[src/hdl/drcs_pkg.sv]
`timescale 1ns / 1ps
// Shared types and constants of the disk request chunk splitter.
// No dependencies; imported by the shared adder and the top level.
package drcs_pkg;

  // Request and chunk geometry
  localparam int MAX_REQUEST_BYTES = 2097152;
  localparam int SECTOR_BYTES      = 512;
  localparam int READ_CHUNK_BYTES  = 524288;
  localparam int MIN_READ_BYTES    = 65536;
  localparam int READ_ALIGN_BYTES  = 4096;
  localparam int WRITE_CHUNK_BYTES = 131072;
  localparam int CHUNK_THRESHOLD   = 128 * 1024;
  localparam int MAX_RESULTS       = 32;

  localparam int SEC_W = $clog2(SECTOR_BYTES);
  localparam int RA_W  = $clog2(READ_ALIGN_BYTES);
  localparam int WC_W  = $clog2(WRITE_CHUNK_BYTES);
  localparam int N_W   = $clog2(MAX_RESULTS);

  // Datapath widths
  localparam int OFF_W  = 48;
  localparam int RLEN_W = 32;
  localparam int HDR_W  = 21;
  localparam int LEN_W  = 22;
  localparam int CLEN_W = 23;
  localparam int DOF_W  = 50;
  localparam int IDX_W  = 3;

  localparam int IN_DATA_W  = 88;
  localparam int OUT_DATA_W = 144;

  // Configuration register indexes
  localparam logic [IDX_W-1:0] REG_REDIRECT_ENABLE    = 3'd0;
  localparam logic [IDX_W-1:0] REG_HEADER_LENGTH      = 3'd1;
  localparam logic [IDX_W-1:0] REG_STORAGE_OFFSET     = 3'd2;
  localparam logic [IDX_W-1:0] REG_VOLUME_SIZE        = 3'd3;
  localparam logic [IDX_W-1:0] REG_SSD_CHUNKING       = 3'd4;
  localparam logic [IDX_W-1:0] REG_CONVERSION_ACTIVE  = 3'd5;
  localparam logic [IDX_W-1:0] REG_ENCRYPTED_BOUNDARY = 3'd6;
  localparam logic [IDX_W-1:0] REG_REENCRYPT_MODE     = 3'd7;

  // Result status codes
  localparam logic [1:0] STATUS_OK      = 2'd0;
  localparam logic [1:0] STATUS_DENIED  = 2'd1;
  localparam logic [1:0] STATUS_INVALID = 2'd2;

  // Key selection codes
  localparam logic [1:0] KEY_NONE   = 2'd0;
  localparam logic [1:0] KEY_VOLUME = 2'd1;
  localparam logic [1:0] KEY_TEMP   = 2'd2;

  typedef struct packed {
    logic             sub;
    logic [DOF_W-1:0] a;
    logic [DOF_W-1:0] b;
  } alu_req_t;

  typedef struct packed {
    logic [DOF_W-1:0] res;
    logic             borrow;
  } alu_rsp_t;

endpackage

[src/hdl/drcs_alu.sv]
`timescale 1ns / 1ps
// Shared wide adder/subtractor used by every arithmetic step of the sequencer.
// Depends on drcs_pkg for the request and response structs.
module drcs_alu (
  input  drcs_pkg::alu_req_t req,
  output drcs_pkg::alu_rsp_t rsp
);
  import drcs_pkg::*;

  logic [DOF_W:0] sum;

  always_comb begin
    if (req.sub) begin
      sum = {1'b0, req.a} - {1'b0, req.b};
    end else begin
      sum = {1'b0, req.a} + {1'b0, req.b};
    end
    rsp.res    = sum[DOF_W-1:0];
    rsp.borrow = req.sub & sum[DOF_W];
  end

endmodule

[src/hdl/disk_request_chunk_splitter.sv]
`timescale 1ns / 1ps
// Disk request chunk splitter: checks one request and splits it into chunks.
// Depends on drcs_pkg and the shared adder drcs_alu.
//
// One request is handled at a time; in_tready is high only while the block is
// idle. All wide offset arithmetic runs through a single 50-bit adder/subtractor,
// one operation per cycle. The checks run after the input transfer; a refused
// request then yields one status result. An accepted request yields its chunks
// one at a time, each computed after the previous chunk's transfer. Configuration
// writes are taken at any time and must only be issued while the block is idle.
module disk_request_chunk_splitter (
  input  logic                             clk,
  input  logic                             rst_n,
  input  logic                             in_tvalid,
  output logic                             in_tready,
  // request_offset[47:0], request_length[79:48], sole_request[80], zero pad
  input  logic [drcs_pkg::IN_DATA_W-1:0]   in_tdata,
  // op[0]
  input  logic                             in_tuser,
  output logic                             out_tvalid,
  input  logic                             out_tready,
  // disk_offset[47:0], chunk_bytes[69:48], buffer_offset[91:70],
  // key_select[93:92], tweak_offset[141:94], discontinuous[142], zero pad
  output logic [drcs_pkg::OUT_DATA_W-1:0]  out_tdata,
  // status[1:0]
  output logic [1:0]                       out_tuser,
  output logic                             out_tlast,
  input  logic                             cfg_valid,
  output logic                             cfg_ready,
  input  logic [drcs_pkg::IDX_W-1:0]       cfg_index,
  input  logic [drcs_pkg::OFF_W-1:0]       cfg_data
);
  import drcs_pkg::*;

  localparam logic [3:0] ST_IDLE    = 4'd0;
  localparam logic [3:0] ST_END     = 4'd1;
  localparam logic [3:0] ST_SHL     = 4'd2;
  localparam logic [3:0] ST_CMP_HDR = 4'd3;
  localparam logic [3:0] ST_CMP_STO = 4'd4;
  localparam logic [3:0] ST_CMP_VOL = 4'd5;
  localparam logic [3:0] ST_BASE    = 4'd6;
  localparam logic [3:0] ST_DOF     = 4'd7;
  localparam logic [3:0] ST_HDR     = 4'd8;
  localparam logic [3:0] ST_RED     = 4'd9;
  localparam logic [3:0] ST_BND     = 4'd10;
  localparam logic [3:0] ST_CUT     = 4'd11;
  localparam logic [3:0] ST_OUT     = 4'd12;

  // Configuration
  logic              redirect_enable_r;
  logic [HDR_W-1:0]  header_length_r;
  logic [OFF_W-1:0]  storage_offset_r;
  logic [OFF_W-1:0]  volume_size_r;
  logic              ssd_chunking_r;
  logic              conversion_active_r;
  logic [OFF_W-1:0]  encrypted_boundary_r;
  logic              reencrypt_mode_r;

  // Control
  logic [3:0]        state_r, state_nxt;
  logic [OFF_W-1:0]  exp_r, exp_nxt;
  logic              out_valid_r, out_valid_nxt;

  // Working payload
  logic              op_r, op_nxt;
  logic [OFF_W-1:0]  off_r, off_nxt;
  logic [RLEN_W-1:0] len_r, len_nxt;
  logic              sole_r, sole_nxt;
  logic [DOF_W-1:0]  end_r, end_nxt;
  logic [DOF_W-1:0]  shl_r, shl_nxt;
  logic              below_hdr_end_r, below_hdr_end_nxt;
  logic              sto_below_end_r, sto_below_end_nxt;
  logic              past_vol_r, past_vol_nxt;
  logic [DOF_W-1:0]  base_r, base_nxt;
  logic              chunking_r, chunking_nxt;
  logic [LEN_W-1:0]  done_r, done_nxt;
  logic [N_W-1:0]    n_r, n_nxt;
  logic [DOF_W-1:0]  dof_r, dof_nxt;
  logic [DOF_W-1:0]  tw_r, tw_nxt;
  logic              hdr_r, hdr_nxt;
  logic [CLEN_W-1:0] clen_r, clen_nxt;
  logic [DOF_W-1:0]  diff_r, diff_nxt;
  logic              ge_r, ge_nxt;

  // Output register
  logic [1:0]        o_status_r, o_status_nxt;
  logic [OFF_W-1:0]  o_dof_r, o_dof_nxt;
  logic [LEN_W-1:0]  o_clen_r, o_clen_nxt;
  logic [LEN_W-1:0]  o_boff_r, o_boff_nxt;
  logic [1:0]        o_key_r, o_key_nxt;
  logic [OFF_W-1:0]  o_tw_r, o_tw_nxt;
  logic              o_disc_r, o_disc_nxt;
  logic              o_last_r, o_last_nxt;

  alu_req_t          alu_req;
  alu_rsp_t          alu_rsp;

  // Chunk sizing
  logic              first;
  logic [LEN_W-1:0]  rem;
  logic [LEN_W-1:0]  rd_half, rd_l1, rd_left, rd_l2;
  logic [RA_W-1:0]   rd_mis;
  logic [CLEN_W-1:0] rd_len;
  logic [WC_W-1:0]   wr_mis;
  logic [CLEN_W-1:0] wr_len;
  logic [CLEN_W-1:0] clen_cut;
  logic [LEN_W-1:0]  clen_fin;
  logic [1:0]        key;
  logic              deny, invalid;

  drcs_alu u_alu (
    .req (alu_req),
    .rsp (alu_rsp)
  );

  assign in_tready  = (state_r == ST_IDLE);
  assign cfg_ready  = 1'b1;
  assign out_tvalid = out_valid_r;
  assign out_tuser  = o_status_r;
  assign out_tlast  = o_last_r;
  assign out_tdata  = {1'b0, o_disc_r, o_tw_r, o_key_r, o_boff_r, o_clen_r, o_dof_r};

  assign first   = (done_r == '0);
  assign rem     = len_r[LEN_W-1:0] - done_r;

  assign rd_half = rem >> 1;
  assign rd_l1   = (rd_half > LEN_W'(READ_CHUNK_BYTES)) ? LEN_W'(READ_CHUNK_BYTES) : rd_half;
  assign rd_left = rem - rd_l1;
  assign rd_l2   = (rd_left < LEN_W'(MIN_READ_BYTES)) ? rem : rd_l1;
  assign rd_mis  = base_r[RA_W-1:0] + rd_l2[RA_W-1:0];
  assign rd_len  = CLEN_W'(rd_l2) + ((first && rd_mis != '0) ?
                   CLEN_W'(READ_ALIGN_BYTES) - CLEN_W'(rd_mis) : '0);
  assign wr_mis  = base_r[WC_W-1:0];
  assign wr_len  = CLEN_W'(WRITE_CHUNK_BYTES) + ((first && wr_mis != '0) ?
                   CLEN_W'(WRITE_CHUNK_BYTES) - CLEN_W'(wr_mis) : '0);

  assign clen_cut = (conversion_active_r && !ge_r && (DOF_W'(clen_r) > diff_r)) ?
                    diff_r[CLEN_W-1:0] : clen_r;
  assign clen_fin = ((clen_cut > CLEN_W'(rem)) || (clen_cut == '0) ||
                     (n_r == N_W'(MAX_RESULTS - 1))) ? rem : clen_cut[LEN_W-1:0];
  assign key      = (conversion_active_r && ge_r) ?
                    (reencrypt_mode_r ? KEY_TEMP : KEY_NONE) : KEY_VOLUME;

  assign deny    = op_r && redirect_enable_r && (len_r != '0) && (header_length_r != '0) &&
                   below_hdr_end_r && sto_below_end_r;
  assign invalid = (len_r == '0) || (len_r[SEC_W-1:0] != '0) ||
                   (len_r > RLEN_W'(MAX_REQUEST_BYTES)) || past_vol_r;

  // Shared adder operand selection
  always_comb begin
    alu_req = '0;
    case (state_r)
      ST_END: begin
        alu_req.a = DOF_W'(off_r);
        alu_req.b = DOF_W'(len_r);
      end
      ST_SHL: begin
        alu_req.a = DOF_W'(storage_offset_r);
        alu_req.b = DOF_W'(header_length_r);
      end
      ST_CMP_HDR: begin
        alu_req.sub = 1'b1;
        alu_req.a   = DOF_W'(off_r);
        alu_req.b   = shl_r;
      end
      ST_CMP_STO: begin
        alu_req.sub = 1'b1;
        alu_req.a   = DOF_W'(storage_offset_r);
        alu_req.b   = end_r;
      end
      ST_CMP_VOL: begin
        alu_req.sub = 1'b1;
        alu_req.a   = DOF_W'(volume_size_r);
        alu_req.b   = end_r;
      end
      ST_BASE: begin
        alu_req.a = DOF_W'(off_r);
        alu_req.b = redirect_enable_r ? '0 : DOF_W'(header_length_r);
      end
      ST_DOF: begin
        alu_req.a = base_r;
        alu_req.b = DOF_W'(done_r);
      end
      ST_HDR: begin
        alu_req.sub = 1'b1;
        alu_req.a   = dof_r;
        alu_req.b   = DOF_W'(header_length_r);
      end
      ST_RED: begin
        alu_req.a = dof_r;
        alu_req.b = hdr_r ? DOF_W'(storage_offset_r) : '0;
      end
      ST_BND: begin
        alu_req.sub = 1'b1;
        alu_req.a   = DOF_W'(encrypted_boundary_r);
        alu_req.b   = dof_r;
      end
      default: begin
        alu_req = '0;
      end
    endcase
  end

  // Sequencer
  always_comb begin
    state_nxt         = state_r;
    exp_nxt           = exp_r;
    out_valid_nxt     = out_valid_r;
    op_nxt            = op_r;
    off_nxt           = off_r;
    len_nxt           = len_r;
    sole_nxt          = sole_r;
    end_nxt           = end_r;
    shl_nxt           = shl_r;
    below_hdr_end_nxt = below_hdr_end_r;
    sto_below_end_nxt = sto_below_end_r;
    past_vol_nxt      = past_vol_r;
    base_nxt          = base_r;
    chunking_nxt      = chunking_r;
    done_nxt          = done_r;
    n_nxt             = n_r;
    dof_nxt           = dof_r;
    tw_nxt            = tw_r;
    hdr_nxt           = hdr_r;
    clen_nxt          = clen_r;
    diff_nxt          = diff_r;
    ge_nxt            = ge_r;
    o_status_nxt      = o_status_r;
    o_dof_nxt         = o_dof_r;
    o_clen_nxt        = o_clen_r;
    o_boff_nxt        = o_boff_r;
    o_key_nxt         = o_key_r;
    o_tw_nxt          = o_tw_r;
    o_disc_nxt        = o_disc_r;
    o_last_nxt        = o_last_r;

    case (state_r)
      ST_IDLE: begin
        if (in_tvalid) begin
          op_nxt    = in_tuser;
          off_nxt   = in_tdata[OFF_W-1:0];
          len_nxt   = in_tdata[OFF_W +: RLEN_W];
          sole_nxt  = in_tdata[OFF_W + RLEN_W];
          state_nxt = ST_END;
        end
      end
      ST_END: begin
        end_nxt   = alu_rsp.res;
        state_nxt = ST_SHL;
      end
      ST_SHL: begin
        shl_nxt   = alu_rsp.res;
        state_nxt = ST_CMP_HDR;
      end
      ST_CMP_HDR: begin
        below_hdr_end_nxt = alu_rsp.borrow;
        state_nxt         = ST_CMP_STO;
      end
      ST_CMP_STO: begin
        sto_below_end_nxt = alu_rsp.borrow;
        state_nxt         = ST_CMP_VOL;
      end
      ST_CMP_VOL: begin
        past_vol_nxt = alu_rsp.borrow;
        state_nxt    = ST_BASE;
      end
      ST_BASE: begin
        if (deny || invalid) begin
          o_status_nxt  = deny ? STATUS_DENIED : STATUS_INVALID;
          o_dof_nxt     = '0;
          o_clen_nxt    = '0;
          o_boff_nxt    = '0;
          o_key_nxt     = KEY_NONE;
          o_tw_nxt      = '0;
          o_disc_nxt    = 1'b0;
          o_last_nxt    = 1'b1;
          out_valid_nxt = 1'b1;
          state_nxt     = ST_OUT;
        end else begin
          base_nxt     = alu_rsp.res;
          exp_nxt      = end_r[OFF_W-1:0];
          chunking_nxt = ssd_chunking_r && sole_r && (exp_r == off_r) &&
                         (len_r >= RLEN_W'(CHUNK_THRESHOLD));
          done_nxt     = '0;
          n_nxt        = '0;
          state_nxt    = ST_DOF;
        end
      end
      ST_DOF: begin
        dof_nxt   = alu_rsp.res;
        state_nxt = ST_HDR;
      end
      ST_HDR: begin
        hdr_nxt = redirect_enable_r && alu_rsp.borrow;
        tw_nxt  = alu_rsp.res;
        if (redirect_enable_r && alu_rsp.borrow) begin
          clen_nxt = CLEN_W'(header_length_r);
        end else if (chunking_r) begin
          clen_nxt = op_r ? wr_len : rd_len;
        end else begin
          clen_nxt = len_r[CLEN_W-1:0];
        end
        state_nxt = ST_RED;
      end
      ST_RED: begin
        dof_nxt = alu_rsp.res;
        if (redirect_enable_r) begin
          tw_nxt = alu_rsp.res;
        end
        state_nxt = ST_BND;
      end
      ST_BND: begin
        diff_nxt  = alu_rsp.res;
        ge_nxt    = alu_rsp.borrow || (alu_rsp.res == '0);
        state_nxt = ST_CUT;
      end
      ST_CUT: begin
        o_status_nxt  = STATUS_OK;
        o_dof_nxt     = dof_r[OFF_W-1:0];
        o_clen_nxt    = clen_fin;
        o_boff_nxt    = done_r;
        o_key_nxt     = key;
        o_tw_nxt      = (key != KEY_NONE) ? tw_r[OFF_W-1:0] : '0;
        o_disc_nxt    = hdr_r;
        o_last_nxt    = (clen_fin == rem);
        done_nxt      = done_r + clen_fin;
        n_nxt         = n_r + 1'b1;
        out_valid_nxt = 1'b1;
        state_nxt     = ST_OUT;
      end
      ST_OUT: begin
        if (out_tready) begin
          out_valid_nxt = 1'b0;
          state_nxt     = o_last_r ? ST_IDLE : ST_DOF;
        end
      end
      default: begin
        out_valid_nxt = 1'b0;
        state_nxt     = ST_IDLE;
      end
    endcase
  end

  // Configuration registers
  always_ff @(posedge clk) begin
    if (!rst_n) begin
      redirect_enable_r    <= 1'b1;
      header_length_r      <= '0;
      storage_offset_r     <= '0;
      volume_size_r        <= '0;
      ssd_chunking_r       <= 1'b0;
      conversion_active_r  <= 1'b0;
      encrypted_boundary_r <= '0;
      reencrypt_mode_r     <= 1'b0;
    end else if (cfg_valid) begin
      case (cfg_index)
        REG_REDIRECT_ENABLE:    redirect_enable_r    <= cfg_data[0];
        REG_HEADER_LENGTH:      header_length_r      <= cfg_data[HDR_W-1:0];
        REG_STORAGE_OFFSET:     storage_offset_r     <= cfg_data;
        REG_VOLUME_SIZE:        volume_size_r        <= cfg_data;
        REG_SSD_CHUNKING:       ssd_chunking_r       <= cfg_data[0];
        REG_CONVERSION_ACTIVE:  conversion_active_r  <= cfg_data[0];
        REG_ENCRYPTED_BOUNDARY: encrypted_boundary_r <= cfg_data;
        REG_REENCRYPT_MODE:     reencrypt_mode_r     <= cfg_data[0];
        default: begin
        end
      endcase
    end
  end

  // Control state
  always_ff @(posedge clk) begin
    if (!rst_n) begin
      state_r     <= ST_IDLE;
      exp_r       <= '0;
      out_valid_r <= 1'b0;
    end else begin
      state_r     <= state_nxt;
      exp_r       <= exp_nxt;
      out_valid_r <= out_valid_nxt;
    end
  end

  // Payload
  always_ff @(posedge clk) begin
    op_r            <= op_nxt;
    off_r           <= off_nxt;
    len_r           <= len_nxt;
    sole_r          <= sole_nxt;
    end_r           <= end_nxt;
    shl_r           <= shl_nxt;
    below_hdr_end_r <= below_hdr_end_nxt;
    sto_below_end_r <= sto_below_end_nxt;
    past_vol_r      <= past_vol_nxt;
    base_r          <= base_nxt;
    chunking_r      <= chunking_nxt;
    done_r          <= done_nxt;
    n_r             <= n_nxt;
    dof_r           <= dof_nxt;
    tw_r            <= tw_nxt;
    hdr_r           <= hdr_nxt;
    clen_r          <= clen_nxt;
    diff_r          <= diff_nxt;
    ge_r            <= ge_nxt;
    o_status_r      <= o_status_nxt;
    o_dof_r         <= o_dof_nxt;
    o_clen_r        <= o_clen_nxt;
    o_boff_r        <= o_boff_nxt;
    o_key_r         <= o_key_nxt;
    o_tw_r          <= o_tw_nxt;
    o_disc_r        <= o_disc_nxt;
    o_last_r        <= o_last_nxt;
  end

endmodule

[config.mk]
export PLATFORM = sky130hd
export DESIGN_NAME = disk_request_chunk_splitter
export DESIGN_NICKNAME = d
export VERILOG_FILES = /design/src/hdl/drcs_pkg.sv /design/src/hdl/drcs_alu.sv /design/src/hdl/disk_request_chunk_splitter.sv
export SDC_FILE = /design/constraint.sdc
export NUM_CORES = 2
export LEC_CHECK = 0
export ABC_CLOCK_PERIOD_IN_PS = 16900
export BUFFER_PORTS_ARGS = -buffer_cell sky130_fd_sc_hd__buf_2
export CAP_MARGIN = 0
export CORE_MARGIN = 2
export CORE_UTILIZATION = 55
export DETAILED_ROUTE_END_ITERATION = 6
export PLACE_DENSITY = 0.74
export RECOVER_POWER = 100
export SLEW_MARGIN = 15
export SYNTH_ARGS = -nofsm -noshare
export SYNTH_HDL_FRONTEND = slang
export SYNTH_SLANG_ARGS = --single-unit
export TNS_END_PERCENT = 100
[constraint.sdc]
create_clock -name clk -period 16.9 [get_ports clk]
set_clock_uncertainty 0.2 [all_clocks]
set_input_delay 0 -clock clk [delete_from_list [all_inputs] [get_ports clk]]
set_output_delay 0 -clock clk [all_outputs]
set_load 0.01 [all_outputs]
# --- Word level (Yosys, flattened, before mapping) ---
# Cells that the tools add are included.
# Widths: inputs -> output; s select.
word_totals:
  reg_bits: 804
  in_bits: 145
  output_inout_bits: 150
classes:
  n_addsub: 11
  order_cmp: 6
  eq_ne: 27
  mux: 45
  n_bitwise: 3
  n_reduce_logical: 54
ops:
  columns: ["op", "count"]
  rows:
  - ["$pmux 100 s10", 1]
  - ["$pmux 48 s2", 3]
  - ["$mux 48", 4]
  - ["$pmux 22 s2", 3]
  - ["$mux 23", 5]
  - ["$mux 22", 4]
  - ["$mux 21", 3]
  - ["$pmux 4 s13", 1]
  - ["$add 50x50->51", 1]
  - ["$mux 51", 1]
  - ["$sub 50x50->51", 1]
  - ["$gt 23x50->1", 1]
  - ["$logic_not 50->1", 1]
  - ["$eq 48x48->1", 1]
  - ["$ge 32x18->1 const B", 1]
  - ["$gt 32x22->1 const B", 1]
  - ["$logic_not 32->1", 1]
  - ["$reduce_bool 32->1", 1]
  - ["$reduce_and 2->1", 14]
  - ["$add 18x23->23 const A", 1]
  - ["$add 22x23->23", 1]
  - ["$gt 23x22->1", 1]
  - ["$logic_not 23->1", 1]
  - ["$add 22x22->22", 1]
  - ["44 further kinds", 93]

# --- Logic depth before layout (Yosys ltp) ---
depth:
  ltp_word: 14
  depth_mapped: 62
  ltp_nobuf: 58

# --- Cells and area by module ---
# A second synthesis with hierarchy kept.
unflattened:
  cells_unflattened: 4226
  hier_area_um2: 42400.7
modules_own_cells:
  columns: ["module", "instances", "cells_each", "area_each_um2", "seq_area_each_um2"]
  rows:
  - ["disk_request_chunk_splitter", 1, 3647, 38503.2, 21921.0]
  - ["drcs_alu", 1, 579, 3897.5, 0.0]

# --- Worst setup path after synthesis ---
# Ideal clock, no wire load.
synth_path:
  path_type: "flip-flop to flip-flop"
  startpoint: "reg done_r[1]"
  endpoint: "reg clen_r[15] (data pin)"
  t_arrival_ns: 11.589
  required_time_ns: 16.444
  path_slack_ns: 4.855
  stages_incl_launch_ff: 59
  path_buffers: 4
  period_less_slack_ns: 12.045
  cell_sequence: "edfxtp_1 inv_1 ha_1 nor2b_1 o31a_1 o311a_2 or2_2 xnor2_1 nand2_1 or4_1 o41ai_1 and2_1 clkbuf_1 nand2_1 ha_1 and3_1 a31oi_1 o21ai_0 [23 not listed] xnor2_1 nor3_1 a21o_2 nor2_1 ha_1 a21o_1 a21o_1 a21oi_1 o21ai_0 a211oi_1 o21ai_0 a41oi_1 nand2b_1 nor2_1 o21ai_0 a32o_1 o221ai_1 a22o_1"
synth_between:
  elab_chain_cells: 14
  elab_cells_between_ends: 25
  classes_between: "8 x add/sub; 2 x order compare; 9 x mux; 1 x bitwise; 5 x reduce/logical"
synth_rtl:
  columns: ["element", "line", "text"]
  rows:
  - ["from (decl)", "disk_request_chunk_splitter.sv:76", "logic [LEN_W-1:0] done_r, done_nxt;"]
  - ["from (signal assigned)", "disk_request_chunk_splitter.sv:397", "done_r <= done_nxt;"]
  - ["parallel branches: the longest is 13 deep, another holds $add 22x23->23", null, null]
  - ["$mux 21 (*)", "disk_request_chunk_splitter.sv:296", "if (redirect_enable_r && alu_rsp.borrow) begin"]
  - ["to (signal assigned)", "disk_request_chunk_splitter.sv:402", "clen_r <= clen_nxt;"]
  - ["to (decl)", "disk_request_chunk_splitter.sv:81", "logic [CLEN_W-1:0] clen_r, clen_nxt;"]
# Every way passes the cells marked *.
# A chain may end at the register's enable or synchronous reset.

# --- Final worst setup path ---
layout_path:
  startpoint: "reg len_r[0]"
  endpoint: "reg clen_r[15] (data pin)"
layout_between:
  elab_chain_cells: 14
  elab_cells_between_ends: 21
  classes_between: "7 x add/sub; 2 x order compare; 8 x mux; 1 x bitwise; 3 x reduce/logical"
layout_rtl:
  columns: ["element", "line", "text"]
  rows:
  - ["from (decl)", "disk_request_chunk_splitter.sv:67", "logic [RLEN_W-1:0] len_r, len_nxt;"]
  - ["from (signal assigned)", "disk_request_chunk_splitter.sv:388", "len_r <= len_nxt;"]
  - ["parallel branches: the longest is 13 deep, another holds $add 22x23->23", null, null]
  - ["$mux 21 (*)", "disk_request_chunk_splitter.sv:296", null]
# Marks and branches as above.

==> run_results.csv <==
group,metric,value,unit
routing,drtIter0Drc,5149,
yosys,synth.avg_cell_area,9.99,sq um
critical_path,crit_path_end_kind,"register",
floorplanning,die_area,79600,sq um
timing,final.setup.tns,0,ns
critical_path,crit_required,17.08,ns
cts,cts_tree,"done",
floorplanning,core_region_area,77100,sq um
cts,post-cts-setup-buffers,0,
yosys,ys_ff_latch,804,
timing,finalCritPeriodShare,0.851,
placed_design,dp.cells,5440,
global_route,antenna_found_initial,10,
layout,area_delta_synth_final,17.7,%
floorplanning,die_w,282,um
yosys,synth_ff_type,"edfxtp_1",
timing,slew_viol_final,1445,
floorplanning,rows,102,
cts,cts_buffers,84,
global_route,grt_max_degree,91,
placed_design,pre_cts_ws,3.33,ns
yosys,yosysUniqueCellTypes,100,
floorplanning,die_h,282,um
outcome,violations,"DRC, capacitance limit, slew limit",
timing,fin_ws,2.51,ns
worst_hold_path,hold_class,"in2reg",
critical_path,cp-start-kind,"register",
yosys,yosys_warnings,0,
power,cellPowerDensity,111,nW/um^2
placed_design,hpwlAfterDp,107,mm
critical_path,crit_fanout,48,
routing,wl_per_cell,26.8,um
routing,wl,157,mm
global_route,grt_usage,0.386,
routing,first_pass_iters,7,
yosys,synthCells,4260,
outcome,status,"complete, but fails checks",
placed_design,place_congestion,1.03,
layout,nNetsFinal,5075,
cts,clk_latency,0.66,ns
yosys,postSynth.asyncResetShare,0,
cts,cts_hold_buffers,252,
global_route,grt_pass1_wl,227,mm
cts,cts-htree-levels,3,
cts,clk_path_buf_depth,3,
cts,cts_sinks,804,
yosys,yosysSeqAreaShare,0.515,
global_route,busiest_layer,"met2",
layout,fillers,6155,
power,ir_drop,82.3,uV
global_route,met1_usage,0.497,
critical_path,r2r_setup_slack,2.51,ns
floorplanning,initial_core_util,0.552,
global_route,gr-usage-met2,0.603,
layout,stdcell_count,5854,
critical_path,crit_buf_inv,5,
global_route,grt_pass1_vias,35471,
global_route,grt_overflow,0,
critical_path,crit_top_cell,"o21ai_0",
routing,ant_nets,0,
timing,final-hold-violation-count,0,
critical_path,cpLargestDelayFamily,"compound AO/OA/AOI/OAI gates",
yosys,synth_area,42600,sq um
global_route,grt_use_met3,0.0850,
critical_path,crit_type,"reg2reg",
routing,vias,37524,
cts,clk_pin_slew,0.06,ns
timing,max_freq,69.5,MHz
floorplanning,ios,295,
power,cellLeakagePower,18.1,nW
timing,min_period,14.39,ns
routing,drcViolationCount,2,
timing,slew_headroom,-2.20,
layout,drive_above_1_share,0.0744,
placed_design,io_buffers,285,
timing,rsz0062_at_grt,"no",
cts,cts-resized-gates,0,
cts,root_buffer,"clkbuf_16",
routing,vias_per_cell,6.41,
critical_path,worst_ep_arrival_time,14.57,ns
timing,tightest_slew,4.76,ns
job,cap_violations,35,
critical_path,critPathSlowestCell,"and2_0",
yosys,synth-edff-count,582,
timing,setup_violations,0,
critical_path,slowest_delay,0.65,ns
cell usage after synthesis, drive strengths merged (20+ instances only):
| cell type | instances | area [sq um] |
|---|---|---|
| nand3 | 74 | 370 |
| clkbuf | 174 | 653 |
| nor4 | 57 | 372 |
| or3 | 24 | 155 |
| a22oi | 148 | 1110 |
| a22o | 20 | 175 |
| nor2 | 202 | 768 |
| inv | 159 | 597 |
| nor3 | 77 | 390 |
| xnor2 | 135 | 1210 |
| a31oi | 21 | 131 |
| and2 | 96 | 601 |
| nand2 | 745 | 2800 |
| a211oi | 34 | 270 |
| dfxtp | 222 | 4440 |
| o22ai | 21 | 131 |
| nor2b | 79 | 494 |
| o21ai | 160 | 801 |
| ha | 187 | 2340 |
| and3 | 25 | 156 |
| o21a | 36 | 270 |
| mux2i | 44 | 453 |
| a21o | 67 | 504 |
| a21oi | 375 | 1890 |
| buf | 37 | 201 |
| nand2b | 28 | 175 |
| nand4 | 92 | 582 |
| edfxtp | 582 | 17500 |
| xor2 | 71 | 622 |
registers in the layout, indices dropped and copies added (netlist names), 2 cells and up:
register / flops
diff_r: 50
exp_r: 48
shl_r: 50
len_r: 32
storage_offset_r: 48
tw_r: 48
volume_size_r: 48
o_dof_r: 48
end_r: 50
o_key_r: 2
base_r: 50
encrypted_boundary_r: 48
o_boff_r: 22
clen_r: 23
header_length_r: 21
dof_r: 50
done_r: 22
n_r: 5
o_tw_r: 48
off_r: 48
o_clen_r: 22
out_tuser: 2
state_r: 4
final cells by class:
class                   instances  area [sq um]  share of cell area
inverters                     163           613              0.0122
well taps                    1040          1300              0.0260
flip-flops and latches        804         21900               0.438
clock buffers                 111          2350              0.0469
diodes                          4          10.0            0.000200
repair buffers                601          4080              0.0815
multi-input cells            3084         19300               0.385
clock inverters                47           514              0.0103
cell families (layout without fill, tap and decap cells):
kind of cell,Yosys count,after routing,share of synthesized area
XOR/XNOR,206,206,0.0430
multiplexers,49,49,0.0120
other,2,8,0.000176
buffers and inverters,374,922,0.0345
adder cells (fa/ha/maj),192,192,0.0573
AND/OR/NAND/NOR,1575,1575,0.175
flip-flops,804,804,0.515
AO/OA/AOI/OAI,1058,1058,0.163
per-layer routing:
metal / wire (um) / part of all wire
met1: 57300 / 0.37
met2: 70500 / 0.45
met3: 18500 / 0.12
met4: 10500 / 0.067
met5: 49 / 0.00031
worst paths after layout:
check	from	endpoint	cells after the start
setup reg to reg	len_r[0]$_DFFE_PP_	clen_r[15]$_DFFE_PP_	58
hold / removal	cfg_data[13]	volume_size_r[13]$_SDFFE_PN0P_	4
setup / recovery	len_r[0]$_DFFE_PP_	clen_r[15]$_DFFE_PP_	58
hold reg to reg	encrypted_boundary_r[43]$_SDFFE_PN0P_	encrypted_boundary_r[43]$_SDFFE_PN0P_	2
worst min-delay path, delay by kind of cell:
kind | cells | cell delay (ns)
buf+inv | 2 | 0.70
simple gates | 1 | 0.05
compound gates | 1 | 0.05
stage by stage:
step	util	total power, mW	hold WS [ns]	area (sq um)
after floorplan	-	3.11	-0.138	42600
after global placement	0.585	3.53	-0.0228	45100
after detailed placement	0.585	3.54	-0.0219	45100
after CTS	0.655	5.48	0.000437	50500
after global routing	0.650	5.69	0.0229	50100
final	0.650	5.54	0.0124	50100
cell usage in the layout (no fill, tap or decap), drive strengths merged, types with 135 or more instances in the layout:
cell	instances
buf	146
edfxtp	582
o21ai	160
nand2	745
ha	187
a21oi	375
nor2	202
inv	165
clkbuf	314
dlygate4sd3	252
a22oi	148
xnor2	135
dfxtp	222
where the power goes:
part           switching [mW]  internal, mW
clock network           0.837          1.10
logic                   0.852         0.412
registers              0.0562          2.28
Power figures use the tool's default switching activity.
